<file path="config.mk">
export PLATFORM = sky130hd
export DESIGN_NAME = sync_tip_clamp_restore
export DESIGN_NICKNAME = d
export VERILOG_FILES = /design/src/rtl/scp_pkg.sv /design/src/rtl/scp_front.sv /design/src/rtl/scp_back.sv /design/src/rtl/sync_tip_clamp_restore.sv
export SDC_FILE = /design/constraint.sdc
export NUM_CORES = 2
export LEC_CHECK = 0
export BUFFER_PORTS_ARGS = -buffer_cell sky130_fd_sc_hd__clkbuf_2
export CAP_MARGIN = 20
export CORE_MARGIN = 2
export CORE_UTILIZATION = 55
export DETAILED_ROUTE_END_ITERATION = 8
export PLACE_DENSITY = 0.71
export SLEW_MARGIN = 20
export SYNTH_ARGS = -nofsm -noshare
export SYNTH_HDL_FRONTEND = slang
export SYNTH_SLANG_ARGS = --single-unit
</file>
<file path="constraint.sdc">
create_clock -name clock -period 9.75 [get_ports clock]
set_clock_uncertainty 0.15 [all_clocks]
set_input_delay 0.4875 -clock clock [delete_from_list [all_inputs] [get_ports clock]]
set_output_delay 0.4875 -clock clock [all_outputs]
set_load 0.005 [all_outputs]
</file>
<file path="src/rtl/scp_pkg.sv">
// ----------------------------------------------------------------------------
// scp_pkg
// Shared widths, codes, reset values and types of the sync-tip clamp.
// ----------------------------------------------------------------------------
package scp_pkg;

   localparam int SAMPLE_BITS = 16;
   localparam int TIP_BITS    = 32;
   localparam int COEF_BITS   = 16;
   localparam int LEVEL_BITS  = 16;
   localparam int CSR_ADDR_BITS = 2;

   localparam int STEP_BITS  = COEF_BITS + TIP_BITS;
   localparam int DIFF_BITS  = TIP_BITS + 1;
   localparam int GPROD_BITS = COEF_BITS + 1 + DIFF_BITS;
   localparam int TERM_BITS  = GPROD_BITS - 24;
   localparam int OUT_BITS   = TERM_BITS + 1;

   localparam logic [CSR_ADDR_BITS-1:0] CSR_RELEASE_RATE     = 2'd0;
   localparam logic [CSR_ADDR_BITS-1:0] CSR_OUTPUT_GAIN      = 2'd1;
   localparam logic [CSR_ADDR_BITS-1:0] CSR_TIP_OUTPUT_LEVEL = 2'd2;

   localparam logic [COEF_BITS-1:0]  RELEASE_RATE_RESET     = 16'd16;
   localparam logic [COEF_BITS-1:0]  OUTPUT_GAIN_RESET      = 16'd256;
   localparam logic [LEVEL_BITS-1:0] TIP_OUTPUT_LEVEL_RESET = 16'd16384;

   typedef struct packed {
      logic signed [TIP_BITS-1:0] level;
      logic                       skip;
   } item_type;

   typedef struct packed {
      logic [COEF_BITS-1:0]         release_rate;
      logic [COEF_BITS-1:0]         output_gain;
      logic signed [LEVEL_BITS-1:0] tip_output_level;
   } cfg_type;

   typedef enum logic [2:0] {
      BK_LOAD,
      BK_STEP,
      BK_UPDATE,
      BK_GAIN,
      BK_SEND
   } back_state_type;

   typedef enum logic [1:0] {
      KIND_HOLD,
      KIND_TAKE,
      KIND_RELEASE
   } kind_type;

endpackage

</file>
<file path="src/rtl/scp_front.sv">
// ----------------------------------------------------------------------------
// scp_front
// Accepts sample requests, widens them to the tip format and holds them in a
// two-entry queue for the back end.
// ----------------------------------------------------------------------------
module scp_front
   import scp_pkg::*;
(
   input  logic                   clock,
   input  logic                   reset,
   input  logic                   req_tvalid,
   output logic                   req_tready,
   input  logic [SAMPLE_BITS-1:0] req_tdata,
   input  logic                   req_tuser,
   output logic                   q_valid,
   output item_type               q_item,
   input  logic                   q_pop
);

   item_type   entry_ff [2];
   item_type   entry_in;
   logic       wr_ptr_ff, wr_ptr_in;
   logic       rd_ptr_ff, rd_ptr_in;
   logic [1:0] count_ff, count_in;
   logic       push;
   logic       pop;

   assign req_tready = (count_ff != 2'd2);
   assign push       = req_tvalid && req_tready;
   assign q_valid    = (count_ff != 2'd0);
   assign pop        = q_pop && q_valid;
   assign q_item     = entry_ff[rd_ptr_ff];

   always_comb begin
      entry_in.level = {req_tdata, {(TIP_BITS-SAMPLE_BITS){1'b0}}};
      entry_in.skip  = req_tuser;
      wr_ptr_in = push ? ~wr_ptr_ff : wr_ptr_ff;
      rd_ptr_in = pop ? ~rd_ptr_ff : rd_ptr_ff;
      count_in  = count_ff + {1'b0, push} - {1'b0, pop};
   end

   always_ff @(posedge clock) begin
      if (reset) begin
         wr_ptr_ff <= 1'b0;
         rd_ptr_ff <= 1'b0;
         count_ff  <= 2'd0;
      end else begin
         wr_ptr_ff <= wr_ptr_in;
         rd_ptr_ff <= rd_ptr_in;
         count_ff  <= count_in;
      end
   end

   always_ff @(posedge clock) begin
      if (push) begin
         entry_ff[wr_ptr_ff] <= entry_in;
      end
   end

endmodule

</file>
<file path="src/rtl/scp_back.sv">
// ----------------------------------------------------------------------------
// scp_back
// Updates the tracked sync tip and forms the restored envelope level for one
// queued sample at a time, holding the result in an output register.
// ----------------------------------------------------------------------------
module scp_back
   import scp_pkg::*;
(
   input  logic                  clock,
   input  logic                  reset,
   input  cfg_type               cfg,
   input  logic                  q_valid,
   input  item_type              q_item,
   output logic                  q_pop,
   output logic                  rsp_tvalid,
   input  logic                  rsp_tready,
   output logic [LEVEL_BITS-1:0] rsp_tdata
);

   back_state_type state_ff, state_in;
   kind_type       kind_ff, kind_in;

   logic signed [TIP_BITS-1:0]   tip_ff, tip_in;
   logic                         seeded_ff, seeded_in;
   logic signed [TIP_BITS-1:0]   x_ff, x_in;
   logic [TIP_BITS-1:0]          dist_ff, dist_in;
   logic [STEP_BITS-1:0]         step_ff, step_in;
   logic signed [GPROD_BITS-1:0] gprod_ff, gprod_in;
   logic                         rsp_valid_ff, rsp_valid_in;
   logic [LEVEL_BITS-1:0]        rsp_data_ff, rsp_data_in;

   logic signed [DIFF_BITS-1:0]  head_diff;
   logic signed [DIFF_BITS-1:0]  out_diff;
   logic [STEP_BITS:0]           step_round;
   logic [TIP_BITS-1:0]          inc;
   logic signed [GPROD_BITS-1:0] gprod_round;
   logic signed [TERM_BITS-1:0]  term;
   logic signed [OUT_BITS-1:0]   level_full;
   logic                         out_free;

   assign rsp_tvalid = rsp_valid_ff;
   assign rsp_tdata  = rsp_data_ff;

   always_comb begin
      state_in     = state_ff;
      kind_in      = kind_ff;
      tip_in       = tip_ff;
      seeded_in    = seeded_ff;
      x_in         = x_ff;
      dist_in      = dist_ff;
      step_in      = step_ff;
      gprod_in     = gprod_ff;
      rsp_data_in  = rsp_data_ff;
      rsp_valid_in = rsp_valid_ff && !rsp_tready;
      q_pop        = 1'b0;
      out_free     = !rsp_valid_ff || rsp_tready;

      head_diff   = DIFF_BITS'(q_item.level) - DIFF_BITS'(tip_ff);
      out_diff    = DIFF_BITS'(x_ff) - DIFF_BITS'(tip_ff);
      step_round  = {1'b0, step_ff} + (STEP_BITS+1)'(32768);
      inc         = step_round[STEP_BITS-1:16];
      gprod_round = gprod_ff + GPROD_BITS'(25'sd8388608);
      term        = TERM_BITS'(gprod_round >>> 24);
      level_full  = OUT_BITS'(cfg.tip_output_level) - OUT_BITS'(term);

      unique case (state_ff)
         BK_LOAD: begin
            if (q_valid) begin
               q_pop   = 1'b1;
               x_in    = q_item.level;
               dist_in = head_diff[TIP_BITS-1:0];
               if (q_item.skip) begin
                  kind_in = KIND_HOLD;
               end else if (!seeded_ff || head_diff < 0) begin
                  kind_in = KIND_TAKE;
               end else begin
                  kind_in = KIND_RELEASE;
               end
               state_in = BK_STEP;
            end
         end
         BK_STEP: begin
            step_in  = STEP_BITS'(cfg.release_rate) * STEP_BITS'(dist_ff);
            state_in = BK_UPDATE;
         end
         BK_UPDATE: begin
            case (kind_ff)
               KIND_TAKE: begin
                  tip_in    = x_ff;
                  seeded_in = 1'b1;
               end
               KIND_RELEASE: begin
                  tip_in    = tip_ff + $signed(inc);
                  seeded_in = 1'b1;
               end
               default: begin
                  tip_in = tip_ff;
               end
            endcase
            state_in = BK_GAIN;
         end
         BK_GAIN: begin
            gprod_in = GPROD_BITS'($signed({1'b0, cfg.output_gain})) * GPROD_BITS'(out_diff);
            state_in = BK_SEND;
         end
         BK_SEND: begin
            if (out_free) begin
               if (level_full > OUT_BITS'(32767)) begin
                  rsp_data_in = 16'h7FFF;
               end else if (level_full < -OUT_BITS'(32768)) begin
                  rsp_data_in = 16'h8000;
               end else begin
                  rsp_data_in = level_full[LEVEL_BITS-1:0];
               end
               rsp_valid_in = 1'b1;
               state_in     = BK_LOAD;
            end
         end
         default: begin
            state_in = BK_LOAD;
         end
      endcase
   end

   always_ff @(posedge clock) begin
      if (reset) begin
         state_ff     <= BK_LOAD;
         tip_ff       <= '0;
         seeded_ff    <= 1'b0;
         rsp_valid_ff <= 1'b0;
      end else begin
         state_ff     <= state_in;
         tip_ff       <= tip_in;
         seeded_ff    <= seeded_in;
         rsp_valid_ff <= rsp_valid_in;
      end
   end

   always_ff @(posedge clock) begin
      kind_ff     <= kind_in;
      x_ff        <= x_in;
      dist_ff     <= dist_in;
      step_ff     <= step_in;
      gprod_ff    <= gprod_in;
      rsp_data_ff <= rsp_data_in;
   end

endmodule

</file>
<file path="src/rtl/sync_tip_clamp_restore.sv">
// ----------------------------------------------------------------------------
// sync_tip_clamp_restore
// Sync-tip clamp and DC restoration of a composite video sample stream.
//
//   Channel  Direction  Payload
//   req      in         tdata: sample[15:0]; tuser: not_finite
//   rsp      out        tdata: envelope_level[15:0]
//   csr      in         addr 0 release_rate, 1 output_gain, 2 tip_output_level
//
// Each request steps through the back-end states load, step, update, gain and
// send in turn. The front queue holds two requests, so requests are taken
// while the back end works or a response waits.
// Reset is synchronous; it clears the tip, the seeded flag and the queue.
// A stalled response holds the back end in its final step only.
// ----------------------------------------------------------------------------
module sync_tip_clamp_restore
   import scp_pkg::*;
(
   input  logic                     clock,
   input  logic                     reset,
   input  logic                     req_tvalid,
   output logic                     req_tready,
   input  logic [SAMPLE_BITS-1:0]   req_tdata,   // sample
   input  logic                     req_tuser,   // not_finite
   output logic                     rsp_tvalid,
   input  logic                     rsp_tready,
   output logic [LEVEL_BITS-1:0]    rsp_tdata,   // envelope_level
   input  logic                     csr_we,
   input  logic [CSR_ADDR_BITS-1:0] csr_addr,
   input  logic [COEF_BITS-1:0]     csr_wdata
);

   cfg_type  cfg_ff, cfg_in;
   item_type q_item;
   logic     q_valid;
   logic     q_pop;

   always_comb begin
      cfg_in = cfg_ff;
      if (csr_we) begin
         case (csr_addr)
            CSR_RELEASE_RATE:     cfg_in.release_rate     = csr_wdata;
            CSR_OUTPUT_GAIN:      cfg_in.output_gain      = csr_wdata;
            CSR_TIP_OUTPUT_LEVEL: cfg_in.tip_output_level = $signed(csr_wdata);
            default: begin
               cfg_in = cfg_ff;
            end
         endcase
      end
   end

   always_ff @(posedge clock) begin
      if (reset) begin
         cfg_ff.release_rate     <= RELEASE_RATE_RESET;
         cfg_ff.output_gain      <= OUTPUT_GAIN_RESET;
         cfg_ff.tip_output_level <= $signed(TIP_OUTPUT_LEVEL_RESET);
      end else begin
         cfg_ff <= cfg_in;
      end
   end

   scp_front u_front (
      .clock      (clock),
      .reset      (reset),
      .req_tvalid (req_tvalid),
      .req_tready (req_tready),
      .req_tdata  (req_tdata),
      .req_tuser  (req_tuser),
      .q_valid    (q_valid),
      .q_item     (q_item),
      .q_pop      (q_pop)
   );

   scp_back u_back (
      .clock      (clock),
      .reset      (reset),
      .cfg        (cfg_ff),
      .q_valid    (q_valid),
      .q_item     (q_item),
      .q_pop      (q_pop),
      .rsp_tvalid (rsp_tvalid),
      .rsp_tready (rsp_tready),
      .rsp_tdata  (rsp_tdata)
   );

endmodule
</file>
==> results.md <==
- Row count: 109
- First DRT Iteration DRCs: 2650
- Mapped Area: 48750 um^2
- Most common cell in the synthesized netlist: inv_1
- Cell variety after synth: 99
- Total congestion overflow: 0
- Final Cycle Share: 91.64%
- Via density: 5.656
- TritonCTS Buffers: 27
- PortBufs: 57
- Post-DP Area: 50090 um^2
- Startpoint Class: flop
- Core Area: 88100 um^2
- Sequential fraction of the synthesis area: 13.55%
- Most used flip-flop cell after synthesis: edfxtp_1
- # DRC: 0
- Post-route antenna net violation count: 0
- Setup tns final: 0 ns
- Minimum clock period: 8.935 ns
- Number of synthesized flops with an enable pin: 160
- Post-DP HPWL: 97.33 mm
- Max-slew violations: 0
- Cells after Synth: 5439
- GRT Util Overall: 28.64%
- Final setup fails: 0
- Most instantiated cells after synthesis: 1066 x inv_1, 954 x nand2_1, 914 x fa_1
- Post-CTS setup buffer count: 0
- Die width: 301.7 um
- WL/cell: 19.08 um
- H-tree Lvls: 1
- CTS tree: yes
- Layout area overhead: 5.131%
- Critical Path RT: 9.92 ns
- Final instance area: 51250 um^2
- Number of global-route vias before repair: 38640
- Initial antenna violation count: 0
- Yosys reg bits: 250
- Synth warn: 0
- Final #Nets: 6641
- Hold violation total from the final report: 0
- Worst-Margin Slew: 1.107 ns
- CP max stage delay: 0.62 ns
- Top post-synthesis cells by area: fa_1 38%, edfxtp_1 9.9%, ha_1 8.5%, inv_1 8.2%, nand2_1 7.3%
- Min-Delay Path Class: in2reg
- Most common cell on crit path: fa_1
- Worst path slowest cell: or4_1
- Die height: 301.7 um
- Top-area cell type share of the netlist area: 37.53%
- Total number of vias: 37010
- RSZ-0062 raised after global routing: false
- Clk sinks: 250
- Detailed Route WL: 124.8 mm
- FFs w/ async S/R, synth: 0%
- Largest area contributor in the netlist: fa_1
- Pin count of the biggest net entering global routing: 55
- F_max: 111.9 MHz
- Crit path max fanout: 17
- Clk Tree Root Cell: clkbuf_16
- Critical path type: reg2reg
- First-pass GRT wire length: 206.4 mm
- Status: completed
- Clock transition at path regs: 0.07 ns
- Insertion delay to the later sink of the worst-skew pair: 0.58 ns
- Crit end category: flop
- Final GP Congestion: 0.8863
- Antenna cells: 0
- Initial Utilization: 55.33%
- VDD IR max: 0.3606 mV
- Slew margin rel.: 25.51%
- Max Buffers Root-to-Sink: 3
- Worst Path Arrival: 9.11 ns
- Leak: 0.02317 uW
- # IOs: 58
- Share of layout cells above drive strength 1: 4.667%
- Number of max-cap violations: 0
- Syn nets: 6723
- Syn_area_per_cell: 8.963 um^2
- PD cells: 299.6 nW/um^2
- Die ar.: 91030 um^2
- Pre-antenna DRT Iters: 6
[flip-flops by register name, indices dropped and copies added, names as in the netlist, named ones only]
signal / cells
u_back.gprod_ff: 27
u_front.wr_ptr_ff: 1
u_front.entry_ff: 34
u_front.count_ff: 2
u_back.step_ff: 33
u_back.tip_ff: 32
u_back.kind_ff: 2
cfg_ff: 48
u_back.rsp_tdata: 16
u_back.seeded_ff: 1
u_front.rd_ptr_ff: 1
u_back.state_ff: 3
u_back.dist_ff: 32
u_back.rsp_tvalid: 1
u_back.x_ff: 16
[path summary, 6_finish.rpt]
check / start / endpoint / slack [ns] / cells after the start
worst max-delay path: u_back.tip_ff[0]$_SDFFE_PP0P_ / u_back.gprod_ff[47]$_DFFE_PP_ / 0.82 / 28
worst min register to register: cfg_ff[45]$_SDFFE_PP0P_ / cfg_ff[45]$_SDFFE_PP0P_ / 0.31 / 2
worst max register to register: u_back.tip_ff[0]$_SDFFE_PP0P_ / u_back.gprod_ff[47]$_DFFE_PP_ / 0.82 / 28
worst min-delay path: csr_wdata[0] / cfg_ff[16]$_SDFFE_PP0P_ / 0.02 / 3
[cell usage in the layout, fill, tap and decap left out, types with 10 or more instances in the layout]
| master | instances |
|---|---|
| and2_1 | 328 |
| nand2_1 | 954 |
| o31ai_1 | 13 |
| edfxtp_1 | 160 |
| xor2_1 | 73 |
| mux2i_1 | 13 |
| nand4_1 | 24 |
| nand4b_1 | 13 |
| a211o_1 | 17 |
| clkbuf_16 | 29 |
| nor2_1 | 143 |
| dfxtp_1 | 82 |
| inv_1 | 1066 |
| and3_1 | 35 |
| o21bai_1 | 13 |
| mux2_2 | 18 |
| dlygate4sd3_1 | 17 |
| nand3b_1 | 23 |
| nand2b_1 | 22 |
| nand3_1 | 86 |
| a21o_1 | 73 |
| nor2b_1 | 22 |
| nor3_1 | 45 |
| xnor2_1 | 127 |
| a211oi_1 | 30 |
| o21a_1 | 22 |
| o21ai_0 | 80 |
| a21oi_1 | 189 |
| ha_1 | 330 |
| a31oi_1 | 31 |
| o221ai_1 | 14 |
| o211ai_1 | 23 |
| fa_1 | 914 |
| buf_4 | 72 |
| a22oi_1 | 10 |
| clkbuf_2 | 56 |
[timing repair]
| action | CTS | global route |
|---|---|---|
| resized for setup | 0 | 1 |
| setup endpoints to repair | 0 | 1 |
| hold buffers | 17 | 0 |
| hold endpoints to repair | 34 | 0 |
[report_power, final]
group / total, uW / switching, uW / internal [uW]
Combinational: 11900 / 7350 / 4530
Sequential: 2360 / 561 / 1800
Clock: 1120 / 464 / 661
[cell families (layout without fill, tap and decap cells)]
| kind of cell | after synthesis | in the layout | share of synthesized area (%) |
|---|---|---|---|
| flip-flops | 250 | 250 | 13.55 |
| XOR/XNOR | 208 | 208 | 3.799 |
| adder cells (fa/ha/maj) | 1247 | 1247 | 46.07 |
| buffers and inverters | 1324 | 1263 | 10.27 |
| AND/OR/NAND/NOR | 1760 | 1760 | 17.01 |
| multiplexers | 32 | 32 | 0.7135 |
| AO/OA/AOI/OAI | 618 | 618 | 8.586 |
[per-layer routing]
metal	wire length, um	part of all wire, %	global-route usage [%]
met5	0	0	0
met3	9094	7.3	3.825
met1	51700	41	38.82
met2	59420	48	47.64
met4	4614	3.7	9.712
[critical path, delay by kind of cell (launching register included)]
kind	cells	cell delay, ns
xor gates and xnor gates	1	0.55
DFF	1	0.32
AOI/OAI and AO/OA	9	2.31
and+or+nand+nor	5	1.63
buffers and inverters	6	0.45
adders and majority gates	7	3.28
[per-stage QoR]
step	std cells	hold slack, ns	total power, uW	setup WS [ns]	utilization [%]
after floorplan	5439	0.2837	10840	1.754	-
after global placement	6476	0.2953	13880	0.9049	56.86
after detailed placement	6476	0.3037	14130	0.8460	56.86
after CTS	6543	0.01346	15350	0.8020	58.15
after global routing	6543	0.04402	16970	0.2186	58.17
final	6543	0.02042	15360	0.8154	58.17
[area by class of cell]
cell class | instances | area, um^2
flip-flops and latches | 250 | 6616
inverters | 1067 | 4005
well taps | 1165 | 1458
fillers | 7797 | 36850
multi-input cells | 3865 | 37210
repair buffers | 146 | 996.0
clock buffers | 41 | 810.8
clock inverters | 9 | 155.1
Power figures use the tool's default switching activity.
